`config.mk`:
```
export PLATFORM = sky130hd
export DESIGN_NAME = periodic_task_dispatcher
export DESIGN_NICKNAME = d
export VERILOG_FILES = /design/src/sv/pdisp_pkg.sv /design/src/sv/pdisp_ram.sv /design/src/sv/periodic_task_dispatcher.sv
export SDC_FILE = /design/constraint.sdc
export NUM_CORES = 2
export LEC_CHECK = 0
export BUFFER_PORTS_ARGS = -buffer_cell sky130_fd_sc_hd__buf_2
export CELL_PAD_IN_SITES_DETAIL_PLACEMENT = 1
export CELL_PAD_IN_SITES_GLOBAL_PLACEMENT = 1
export CORE_MARGIN = 3
export CORE_UTILIZATION = 43
export DETAILED_ROUTE_END_ITERATION = 12
export GPL_TIMING_DRIVEN = 0
export PLACE_DENSITY_LB_ADDON = 0.1
export SLEW_MARGIN = 30
export SYNTH_ARGS = -nofsm -noshare
export SYNTH_HDL_FRONTEND = slang
export SYNTH_SLANG_ARGS = --single-unit
```
`constraint.sdc`:
```
create_clock -name clk -period 12.9 [get_ports clk]
set_input_delay 2.58 -clock clk [delete_from_list [all_inputs] [get_ports clk]]
set_output_delay 2.58 -clock clk [all_outputs]
set_load 0.02 [all_outputs]
```
`src/sv/pdisp_pkg.sv`:
```
// Package for the periodic task dispatcher.
// Holds item kinds, status codes, sequencer states and table entry types.
// No dependencies.
package pdisp_pkg;

  parameter int SLOTS_DEFAULT = 8;
  parameter int MAX_DISPATCH  = 8;
  parameter int NDW           = $clog2(MAX_DISPATCH + 1);

  typedef enum logic [2:0] {
    KIND_TICK   = 3'd0,
    KIND_REG    = 3'd1,
    KIND_ENABLE = 3'd2,
    KIND_RUN    = 3'd3,
    KIND_RSTAT  = 3'd4,
    KIND_READ   = 3'd5
  } kind_t;

  typedef enum logic [1:0] {
    ST_OK     = 2'd0,
    ST_FULL   = 2'd1,
    ST_NOSLOT = 2'd2
  } status_t;

  typedef enum logic [2:0] {
    S_IDLE,
    S_SCAN,
    S_OP,
    S_CLR,
    S_FIN
  } state_t;

  typedef struct packed {
    logic        en;
    logic [31:0] period;
    logic [31:0] stamp;
  } cfg_ent_t;

  typedef struct packed {
    logic [31:0] longest;
    logic [31:0] runs;
  } stat_ent_t;

  typedef struct packed {
    status_t     status;
    logic [2:0]  slot;
    logic        dispatch;
    logic        en;
    logic [31:0] period;
    logic [31:0] longest;
    logic [31:0] runs;
  } res_t;

endpackage

```
`src/sv/pdisp_ram.sv`:
```
// Generic single-write, single-read synchronous RAM with registered read.
// Read data holds until the next read enable. No dependencies.
module pdisp_ram #(
  parameter int WIDTH = 32,
  parameter int DEPTH = 8,
  parameter int AW    = (DEPTH > 1) ? $clog2(DEPTH) : 1
) (
  input  logic             clk,
  input  logic             we,
  input  logic [AW-1:0]    waddr,
  input  logic [WIDTH-1:0] wdata,
  input  logic             re,
  input  logic [AW-1:0]    raddr,
  output logic [WIDTH-1:0] rdata
);

  logic [WIDTH-1:0] mem [DEPTH];

  always_ff @(posedge clk) begin
    if (we) begin
      mem[waddr] <= wdata;
    end
    if (re) begin
      rdata <= mem[raddr];
    end
  end

endmodule

```
`src/sv/periodic_task_dispatcher.sv`:
```
// Periodic task dispatcher top level: sequencer around two slot tables.
// Depends on pdisp_pkg and pdisp_ram.
//
// Usage: one input stream (s_axis) carries commands, kind in tuser. Every
// command but kinds 6 and 7 yields one or more result beats on m_axis, the
// final one flagged by tlast. Commands are handled one at a time; s_axis_tready
// is high only while the sequencer is idle.
// States from the accepted beat to the last result beat:
//   register, or any command on an unregistered slot: IDLE, FIN
//   set enable, run report, read: IDLE, OP, FIN
//   tick: IDLE, SCAN per slot (at most slots registered), FIN; at most 8
//     dispatches; one slot per cycle via the table read port unless stalled
//   reset statistics: IDLE, CLR (one table row cleared a cycle), FIN
// A result sits in an output register, so a stalled receiver only holds the
// sequencer when a second result must be pushed behind it.
// Reset clears the registered slot count and the sequencer; the tables are
// not cleared, since slots are written on registration before any read.
// Slot configuration (enable, period, last tick) and statistics (longest
// run, dispatch count) live in two RAMs; enable, run and tick updates are read, modify, write.
module periodic_task_dispatcher #(
  parameter int SLOTS = pdisp_pkg::SLOTS_DEFAULT
) (
  input  logic         clk,
  input  logic         rst,
  input  logic         s_axis_tvalid,
  output logic         s_axis_tready,
  // now_ms[31:0], slot[34:32], period[66:35], enable[67], run_us[99:68]
  input  logic [103:0] s_axis_tdata,
  // kind[2:0]
  input  logic [2:0]   s_axis_tuser,
  output logic         m_axis_tvalid,
  input  logic         m_axis_tready,
  // slot_out[2:0], enabled_out[3], period_out[35:4], longest_run_us[67:36],
  // run_total[99:68], slots_used_out[103:100]
  output logic [103:0] m_axis_tdata,
  // status[1:0], dispatch[2]
  output logic [2:0]   m_axis_tuser,
  output logic         m_axis_tlast
);

  localparam int IW = (SLOTS > 1) ? $clog2(SLOTS) : 1;
  localparam int UW = $clog2(SLOTS + 1);
  localparam int VW = (UW > 3) ? UW : 3;
  localparam int NDW = pdisp_pkg::NDW;

  pdisp_pkg::state_t state, state_next;
  logic [IW-1:0]     idx, idx_next;
  logic [NDW-1:0]    ndisp, ndisp_next;
  logic [UW-1:0]     used, used_next;
  pdisp_pkg::res_t   held, held_next;
  logic              hvalid, hvalid_next;

  pdisp_pkg::kind_t  kind_r;
  logic [31:0]       now_r;
  logic [2:0]        slot_r;
  logic              en_r;
  logic [31:0]       run_r;

  pdisp_pkg::res_t   m_res;
  logic              m_last;
  logic [3:0]        m_used;

  logic              push, push_last;
  pdisp_pkg::res_t   push_res;
  logic              out_free;

  logic                  rd_en;
  logic [IW-1:0]         rd_addr;
  logic                  cfg_we, st_we;
  logic [IW-1:0]         waddr;
  pdisp_pkg::cfg_ent_t   cfg_wd, cfg_rd;
  pdisp_pkg::stat_ent_t  st_wd, st_rd;

  logic              accept;
  pdisp_pkg::kind_t  in_kind;
  logic [31:0]       in_period;
  logic [2:0]        in_slot;
  logic              in_valid_slot;
  logic [31:0]       elapsed;
  logic              due;
  logic [NDW-1:0]    ndisp_inc;
  logic              more;

  pdisp_ram #(
    .WIDTH ($bits(pdisp_pkg::cfg_ent_t)),
    .DEPTH (SLOTS)
  ) u_cfg_ram (
    .clk   (clk),
    .we    (cfg_we),
    .waddr (waddr),
    .wdata (cfg_wd),
    .re    (rd_en),
    .raddr (rd_addr),
    .rdata (cfg_rd)
  );

  pdisp_ram #(
    .WIDTH ($bits(pdisp_pkg::stat_ent_t)),
    .DEPTH (SLOTS)
  ) u_stat_ram (
    .clk   (clk),
    .we    (st_we),
    .waddr (waddr),
    .wdata (st_wd),
    .re    (rd_en),
    .raddr (rd_addr),
    .rdata (st_rd)
  );

  assign s_axis_tready = (state == pdisp_pkg::S_IDLE);
  assign accept        = s_axis_tvalid && s_axis_tready;
  assign in_kind       = pdisp_pkg::kind_t'(s_axis_tuser);
  assign in_slot       = s_axis_tdata[34:32];
  assign in_period     = s_axis_tdata[66:35];
  assign in_valid_slot = VW'(in_slot) < VW'(used);
  assign out_free      = !m_axis_tvalid || m_axis_tready;

  assign elapsed   = now_r - cfg_rd.stamp;
  assign due       = cfg_rd.en && (elapsed >= cfg_rd.period);
  assign ndisp_inc = ndisp + NDW'(due);
  assign more      = ((UW'(idx) + UW'(1)) < used) &&
                     (ndisp_inc < NDW'(pdisp_pkg::MAX_DISPATCH));

  always_ff @(posedge clk) begin
    if (rst) begin
      state  <= pdisp_pkg::S_IDLE;
      used   <= '0;
      hvalid <= 1'b0;
    end else begin
      state  <= state_next;
      used   <= used_next;
      hvalid <= hvalid_next;
    end
  end

  always_ff @(posedge clk) begin
    idx   <= idx_next;
    ndisp <= ndisp_next;
    held  <= held_next;
    if (accept) begin
      kind_r <= in_kind;
      now_r  <= s_axis_tdata[31:0];
      slot_r <= in_slot;
      en_r   <= s_axis_tdata[67];
      run_r  <= s_axis_tdata[99:68];
    end
  end

  always_ff @(posedge clk) begin
    if (rst) begin
      m_axis_tvalid <= 1'b0;
    end else if (push) begin
      m_axis_tvalid <= 1'b1;
    end else if (m_axis_tready) begin
      m_axis_tvalid <= 1'b0;
    end
  end

  always_ff @(posedge clk) begin
    if (push) begin
      m_res  <= push_res;
      m_last <= push_last;
      m_used <= 4'(used);
    end
  end

  assign m_axis_tdata = {m_used, m_res.runs, m_res.longest, m_res.period,
                         m_res.en, m_res.slot};
  assign m_axis_tuser = {m_res.dispatch, m_res.status};
  assign m_axis_tlast = m_last;

  always_comb begin
    state_next  = state;
    idx_next    = idx;
    ndisp_next  = ndisp;
    used_next   = used;
    held_next   = held;
    hvalid_next = hvalid;
    rd_en       = 1'b0;
    rd_addr     = idx;
    cfg_we      = 1'b0;
    st_we       = 1'b0;
    waddr       = idx;
    cfg_wd      = cfg_rd;
    st_wd       = st_rd;
    push        = 1'b0;
    push_last   = 1'b0;
    push_res    = held;

    unique case (state)
      pdisp_pkg::S_IDLE: begin
        if (accept) begin
          unique case (in_kind) inside
            pdisp_pkg::KIND_TICK: begin
              ndisp_next  = '0;
              hvalid_next = 1'b0;
              idx_next    = '0;
              if (used == '0) begin
                state_next = pdisp_pkg::S_FIN;
              end else begin
                rd_en      = 1'b1;
                rd_addr    = '0;
                state_next = pdisp_pkg::S_SCAN;
              end
            end
            pdisp_pkg::KIND_REG: begin
              held_next   = '0;
              hvalid_next = 1'b1;
              state_next  = pdisp_pkg::S_FIN;
              if (used >= UW'(SLOTS)) begin
                held_next.status = pdisp_pkg::ST_FULL;
              end else begin
                waddr            = IW'(used);
                cfg_we           = 1'b1;
                st_we            = 1'b1;
                cfg_wd.en        = 1'b1;
                cfg_wd.period    = in_period;
                cfg_wd.stamp     = '0;
                st_wd            = '0;
                held_next.status = pdisp_pkg::ST_OK;
                held_next.slot   = 3'(used);
                held_next.en     = 1'b1;
                held_next.period = in_period;
                used_next        = used + UW'(1);
              end
            end
            pdisp_pkg::KIND_ENABLE, pdisp_pkg::KIND_RUN, pdisp_pkg::KIND_READ: begin
              if (in_valid_slot) begin
                rd_en      = 1'b1;
                rd_addr    = IW'(in_slot);
                idx_next   = IW'(in_slot);
                state_next = pdisp_pkg::S_OP;
              end else begin
                held_next        = '0;
                held_next.status = pdisp_pkg::ST_NOSLOT;
                held_next.slot   = in_slot;
                hvalid_next      = 1'b1;
                state_next       = pdisp_pkg::S_FIN;
              end
            end
            pdisp_pkg::KIND_RSTAT: begin
              hvalid_next = 1'b0;
              idx_next    = '0;
              state_next  = (used == '0) ? pdisp_pkg::S_FIN : pdisp_pkg::S_CLR;
            end
            default: begin
              state_next = pdisp_pkg::S_IDLE;
            end
          endcase
        end
      end

      pdisp_pkg::S_SCAN: begin
        // stall only when a dispatch must push the previous one out
        if (!(due && hvalid && !out_free)) begin
          if (due) begin
            cfg_we           = 1'b1;
            st_we            = 1'b1;
            cfg_wd.stamp     = now_r;
            st_wd.runs       = st_rd.runs + 32'd1;
            push             = hvalid;
            held_next        = '0;
            held_next.status   = pdisp_pkg::ST_OK;
            held_next.slot     = 3'(idx);
            held_next.dispatch = 1'b1;
            held_next.en       = cfg_rd.en;
            held_next.period   = cfg_rd.period;
            held_next.longest  = st_rd.longest;
            held_next.runs     = st_rd.runs + 32'd1;
            hvalid_next        = 1'b1;
            ndisp_next         = ndisp_inc;
          end
          if (more) begin
            rd_en    = 1'b1;
            rd_addr  = IW'(UW'(idx) + UW'(1));
            idx_next = IW'(UW'(idx) + UW'(1));
          end else begin
            state_next = pdisp_pkg::S_FIN;
          end
        end
      end

      pdisp_pkg::S_OP: begin
        held_next         = '0;
        held_next.status  = pdisp_pkg::ST_OK;
        held_next.slot    = slot_r;
        held_next.en      = cfg_rd.en;
        held_next.period  = cfg_rd.period;
        held_next.longest = st_rd.longest;
        held_next.runs    = st_rd.runs;
        hvalid_next       = 1'b1;
        state_next        = pdisp_pkg::S_FIN;
        case (kind_r)
          pdisp_pkg::KIND_ENABLE: begin
            cfg_we       = 1'b1;
            cfg_wd.en    = en_r;
            held_next.en = en_r;
          end
          pdisp_pkg::KIND_RUN: begin
            if (run_r > st_rd.longest) begin
              st_we             = 1'b1;
              st_wd.longest     = run_r;
              held_next.longest = run_r;
            end
          end
          default: begin
          end
        endcase
      end

      pdisp_pkg::S_CLR: begin
        st_we = 1'b1;
        st_wd = '0;
        if ((UW'(idx) + UW'(1)) < used) begin
          idx_next = IW'(UW'(idx) + UW'(1));
        end else begin
          state_next = pdisp_pkg::S_FIN;
        end
      end

      pdisp_pkg::S_FIN: begin
        if (out_free) begin
          push        = 1'b1;
          push_last   = 1'b1;
          push_res    = hvalid ? held : '0;
          hvalid_next = 1'b0;
          state_next  = pdisp_pkg::S_IDLE;
        end
      end

      default: begin
        state_next = pdisp_pkg::S_IDLE;
      end
    endcase
  end

endmodule
```
=== Word-level counts from Yosys, hierarchy flattened ===
Memory sizes are Yosys's and may differ from the RTL's. A register that Yosys moved wholly into a read port is not among the register bits.
Cells that the tools add are included.

* Flip-flop bits (word level): 298
* Bits in writable memories: 1032
* Bits of input ports: 111
* Memories: 2

{| class="wikitable"
|+ Memory list
! memory !! words !! bits a word !! read ports !! clocked after memory_dff !! wr ports !! line !! source
|-
| u_cfg_ram.mem || 8 || 65 || 1 || 1 || 1 || pdisp_ram.sv:17 || <nowiki>logic [WIDTH-1:0] mem [DEPTH];</nowiki>
|-
| u_stat_ram.mem || 8 || 64 || 1 || 1 || 1 || pdisp_ram.sv:17 ||
|}

* $add $sub $neg: 5
* Magnitude comparators: 6
* Equal/unequal tests: 23
* Mux-type cells: 94
* Bitwise operators: 1
* Reduce and logical (&&, ||, !) cells: 24

{| class="wikitable"
|+ Operator list
! cell !! number
|-
| $mux W103 || 7
|-
| $pmux W103 S3 || 1
|-
| $mux W32 || 7
|-
| $pmux W103 S2 || 1
|-
| $mux W65 || 3
|-
| $mux W64 || 3
|-
| $pmux W32 S3 || 2
|-
| $pmux W32 S2 || 1
|-
| $mux W3 || 20
|-
| $mux W33 || 1
|-
| $add A32 B1 Y32 const B || 1
|-
| $ge A32 B32 Y1 || 1
|-
| $gt A32 B32 Y1 || 1
|-
| $sub A32 B32 Y32 || 1
|-
| $mux W1 || 29
|-
| $eq A3 B2 Y1 const B || 6
|-
| $pmux W3 S2 || 3
|-
| $mux W4 || 4
|-
| $pmux W3 S5 || 1
|-
| $ne A2 B2 Y1 const B || 6
|-
| $pmux W3 S4 || 1
|-
| $reduce_and A5 Y1 || 2
|-
| $eq A3 B3 Y1 const B || 3
|-
| $pmux W3 S3 || 1
|-
| other kinds (31) || 47
|}

=== Logic depth before layout (Yosys ltp) ===
* Depth after elaboration: 9
* Depth in mapped cells: 33

=== By module ===
From an unflattened synthesis, not the netlist that was laid out.

* Cells, all modules: 3312
* Area total of the unflattened synthesis: 59922.5 um^2

{| class="wikitable"
|+ Modules (own cells, without submodules)
! module !! instances !! cells an instance !! area each (um^2)
|-
| pdisp_ram (u_cfg_ram) || 1 || 829 || 21508.1
|-
| pdisp_ram (u_stat_ram) || 1 || 816 || 21187.8
|-
| periodic_task_dispatcher || 1 || 1667 || 17226.5
|}

=== Least setup slack after synthesis ===
Ideal clock, no wire load.

* Path kind: flip-flop to flip-flop
* From: reg now_r[0]
* To: mem u_stat_ram.mem[0][0] (netlist bit) (enable)
* Setup time: 0.578 ns
* Arrival: 9.353 ns
* Setup slack: 2.968 ns
* Stages on the path, launching flop included: 25
* Buffers on the path: 0
* Cell sequence: edfxtp_1 inv_1 ha_1 inv_1 fa_1 a21oi_1 o211ai_1 nand3_1 a31oi_1 a211oi_1 o31ai_1 nor3_1 o21bai_1 a21oi_1 xnor2_1 ha_1 nand4_1 nor4_1 nand2_1 a311oi_1 a211oi_2 nor2_1 o21bai_1 a21boi_1 nor3b_1

* Cells in the longest elaborated chain, start to end: 9
* Elaborated cells on any way between the ends: 10

{| class="wikitable"
|+ Ends and longest elaborated chain
! what !! line !! source
|-
| from (decl) || periodic_task_dispatcher.sv:54 || <nowiki>logic [31:0] now_r;</nowiki>
|-
| from (signal assigned) || periodic_task_dispatcher.sv:142 || <nowiki>now_r <= s_axis_tdata[31:0];</nowiki>
|-
| $sub A32 B32 Y32 * || periodic_task_dispatcher.sv:118 || <nowiki>assign elapsed = now_r - cfg_rd.stamp;</nowiki>
|-
| $ge A32 B32 Y1 * || periodic_task_dispatcher.sv:119 || <nowiki>assign due = cfg_rd.en && (elapsed >= cfg_rd.period);</nowiki>
|-
| $logic_and A1 B1 Y1 * || periodic_task_dispatcher.sv:119 ||
|-
| $logic_and A1 B1 Y1 (2 in a row) || periodic_task_dispatcher.sv:255 || <nowiki>if (!(due && hvalid && !out_free)) begin</nowiki>
|-
| $mux W1 * || periodic_task_dispatcher.sv:255 ||
|-
| $pmux W1 S4 * || periodic_task_dispatcher.sv:190 || <nowiki>unique case (state)</nowiki>
|-
| $mux W1 * || pdisp_ram.sv:20 || <nowiki>if (we) begin</nowiki>
|-
| $mux W1 (not written as such) * || pdisp_ram.sv:21 || <nowiki>mem[waddr] <= wdata;</nowiki>
|-
| to (decl) || pdisp_ram.sv:17 ||
|}

Every way passes the cells marked *; elsewhere a longest branch is shown, timed or not.

=== Worst setup path after layout ===
* From: reg now_r[0]
* To: reg u_stat_ram.rdata[58], read port of u_stat_ram.mem (data pin)

* Cells in the longest elaborated chain, start to end: 9
* Elaborated cells on any way between the ends: 14

{| class="wikitable"
|+ Ends and longest elaborated chain
! what !! line !! source
|-
| $sub A32 B32 Y32 * || periodic_task_dispatcher.sv:118 ||
|-
| $ge A32 B32 Y1 * || periodic_task_dispatcher.sv:119 ||
|-
| $logic_and A1 B1 Y1 * || periodic_task_dispatcher.sv:119 ||
|-
| $add A4 B1 Y4 || periodic_task_dispatcher.sv:120 || <nowiki>assign ndisp_inc = ndisp + NDW'(due);</nowiki>
|-
| $lt A4 B4 Y1 || periodic_task_dispatcher.sv:122 || <nowiki>(ndisp_inc < NDW'(pdisp_pkg::MAX_DISPATCH));</nowiki>
|-
| $logic_and A1 B1 Y1 || periodic_task_dispatcher.sv:121 || <nowiki>assign more = ((UW'(idx) + UW'(1)) < used) &&</nowiki>
|-
| $mux W3 or $mux W1 (tied branches) || -- ||
|-
| $mux W3 or $mux W1 (tied branches) || periodic_task_dispatcher.sv:255 ||
|-
| $pmux W3 S2 or $pmux W1 S2 (tied branches) || periodic_task_dispatcher.sv:190 ||
|-
| to (decl) || pdisp_ram.sv:14 || <nowiki>output logic [WIDTH-1:0] rdata</nowiki>
|}

Marks and branches as above.
A chain may end at the register's enable or synchronous reset.

==> flow_metrics.tcl <==
set metrics [dict create \
    status "complete, no violations" \
    port_buffers 215 \
    grt_setup_unrepaired "no" \
    stdcell_count 8047 \
    synth.area.top_cells "edfxtp_1 (63%), a221oi_1 (8.2%), a211oi_1 (2.9%)" \
    htreeDepth 4 \
    grt_pass1_wl_mm 388 \
    critPathKind "register to register" \
    ys_ff_latch 1459 \
    grt_max_degree 72 \
    drtIter0Drc 7040 \
    syn_to_final_growth_pct 16.5 \
    netlist_area_um2 68600 \
    setup_ws_ns 2.25 \
    skew_ns 0.0304 \
    ys_seq_area_share_pct 63.7 \
    finalPower_mw 11.7 \
    hold_slack_ns 0.532 \
    startpoint_type "register" \
    cts_root_buf "clkbuf_16" \
    vdd_drop_max_mv 0.133 \
    ant_nets 0 \
    max_slew.worst_pin.slew_ns 1.04 \
    dpl_cell_area_um2 74500 \
    final_core_util_pct 50.8 \
    hold_violations 0 \
    routed_wl_mm 271 \
    syn_area_per_cell_um2 12.9 \
    n_fill_cell 15800 \
    grt_pass1_vias 54700 \
    p_leak_nw 26.3 \
    fp.dieW_um 405 \
    hold_buffers 0 \
    fin_area_um2 79900 \
    place_ws_ns 2.67 \
    overflow 0 \
    postCtsSetupRepairBufs 0 \
    path_max_fanout 10 \
    crit_arrival_ns 11.17 \
    die_h_um 405 \
    slew_headroom_pct 30.1 \
    slew_violations 0 \
    yosys_warnings 0 \
    powerDensity_nw_per_um2 147 \
    wl_per_cell_um 33.7 \
    layout_min_cycle_time_ns 10.65 \
    cts_resized 0 \
    place.gp.congestion 0.906 \
    cp_slowest_stage_delay_ns 0.76 \
    hold_path_class "register to register" \
    syn_nets 5553 \
    grt_use_total_pct 32.4 \
    dr_total_vias 54400 \
    core_area_um2 157000 \
    required_ns 13.42 \
    die_area_um2 164000 \
    post-place-cells 7749 \
    path_clk_slew_ns 0.06 \
    synth_cell_types 65 \
    multi_input_area_um2 22700 \
    ios 221 \
    final_cell_mix "edfxtp_1 (1450), a221oi_1 (646), nand2_1 (446)" \
    path_common_cell "ha_1" \
    rows 145 \
    slowest_stage "buf_2" \
    synth-edff-count 1450 \
    cts_inserted_buffers 161 \
    clock_latency_ns 0.80 \
    drtPass1Iterations 7 \
    clk_path_buf_depth 3 \
    cp-end-kind "register" \
    dp.final_hpwl_mm 195 \
    vias_per_cell 6.76 \
    yosys.area.top_type "edfxtp_1" \
    ys.flop_type "edfxtp_1" \
    post-route-drc-count 0 \
    postSynthCellCount 5335 \
    drv_cap 0 \
    regArea_um2 43700 \
    clock-sinks 1459 \
    cts_tree "done" \
    initial_core_util_pct 43.6 \
    yosysTopAreaCellShare_pct 63.5 \
    max_freq_ghz 0.0939 \
    post-route-period-util_pct 82.6 \
    final_common_cell "edfxtp_1" \
    tns_ns 0 \
    setup_viol 0 \
    antenna_found_initial 20 \
    async_flop_share_pct 0 \
    drive_gt1_share_pct 12.3 \
    nets 6072 \
]
## cell usage after synthesis (all sizes together), types with 4 or more instances
library cell / number
edfxtp: 1450
a221oi: 646
nand2: 447
clkbuf: 444
o21ai: 295
a211oi: 264
a22oi: 258
and3: 150
a31oi: 143
o21a: 140
a2bb2oi: 129
inv: 120
nor2b: 111
ha: 106
a22o: 100
buf: 85
a21oi: 84
nor2: 75
o31ai: 54
a21o: 28
nand3: 26
nor3: 24
nand4: 23
xnor2: 19
and2: 12
xor2: 12
dfxtp: 9
nand2b: 9
nor3b: 7
nor4: 6
and4: 5
o211ai: 5
a311oi: 4
o21bai: 4
or3: 4
## sequential cells by signal, summed over array words and instances, names as in the netlist, 32 cells and up
register,count
u_cfg_ram.mem,520
u_stat_ram.mem,512
held,103
m_axis_tdata,100
u_cfg_ram.rdata,65
u_stat_ram.rdata,64
now_r,32
run_r,32
## path summary, 6_finish.rpt
kind | start | to | slack [ns] | cells past startpoint
worst max-delay path | now_r[0] | u_stat_ram.rdata[58] | 2.25 | 33
worst min-delay path | held[7] | m_axis_tdata[75] | 0.53 | 1
worst max register to register | now_r[0] | u_stat_ram.rdata[58] | 2.25 | 33
worst min register to register | held[7] | m_axis_tdata[75] | 0.53 | 1
## metal layers
layer,vias to the layer above,wire length [um],track usage [%]
met5,-,56,0
li1,23000,-,-
met2,3012,123000,50.4
met1,27800,108000,43.2
met3,629,25500,6.84
met4,8,14200,15.7
## final cells by class
| class | instances | area share (%) |
|---|---|---|
| Sequential cell | 1459 | 54.7 |
| Antenna cell | 11 | 0.0345 |
| Clock inverter | 98 | 1.24 |
| Inverter | 120 | 0.580 |
| Buffer | 529 | 2.63 |
| Tap cell | 2058 | 3.22 |
| Timing Repair Buffer | 356 | 3.89 |
| Clock buffer | 189 | 5.28 |
| Multi-Input combinational cell | 3227 | 28.4 |
## report_power, final
| group | leakage (nW) | total [mW] | internal (mW) | switching (mW) |
|---|---|---|---|---|
| logic | 10.4 | 1.71 | 0.518 | 1.19 |
| registers | 13.3 | 5.41 | 5.36 | 0.0581 |
| clock network | 2.53 | 4.62 | 2.68 | 1.94 |
## worst max-delay path: cells and delay by family, from the launching register on
kind	cells	cell delay [ns]
buffers and inverters	6	2.49
adders and majority gates	4	1.28
AOI/OAI and AO/OA	13	3.55
DFF	1	0.36
and+or+nand+nor	7	1.73
muxes	1	0.29
xor gates and xnor gates	2	0.66
## cell families (layout without fill, tap and decap cells)
logic type | Yosys count | in the layout | share of synthesized area, %
compound gates | 2181 | 2181 | 23.9
flops | 1459 | 1459 | 63.7
simple gates | 905 | 905 | 6.30
fa+ha+maj | 107 | 107 | 1.96
xor+xnor | 31 | 31 | 0.396
other cells | 0 | 11 | 0
buf+inv | 649 | 1292 | 3.64
mux | 3 | 3 | 0.0456
(Power assumes the default switching activity.)
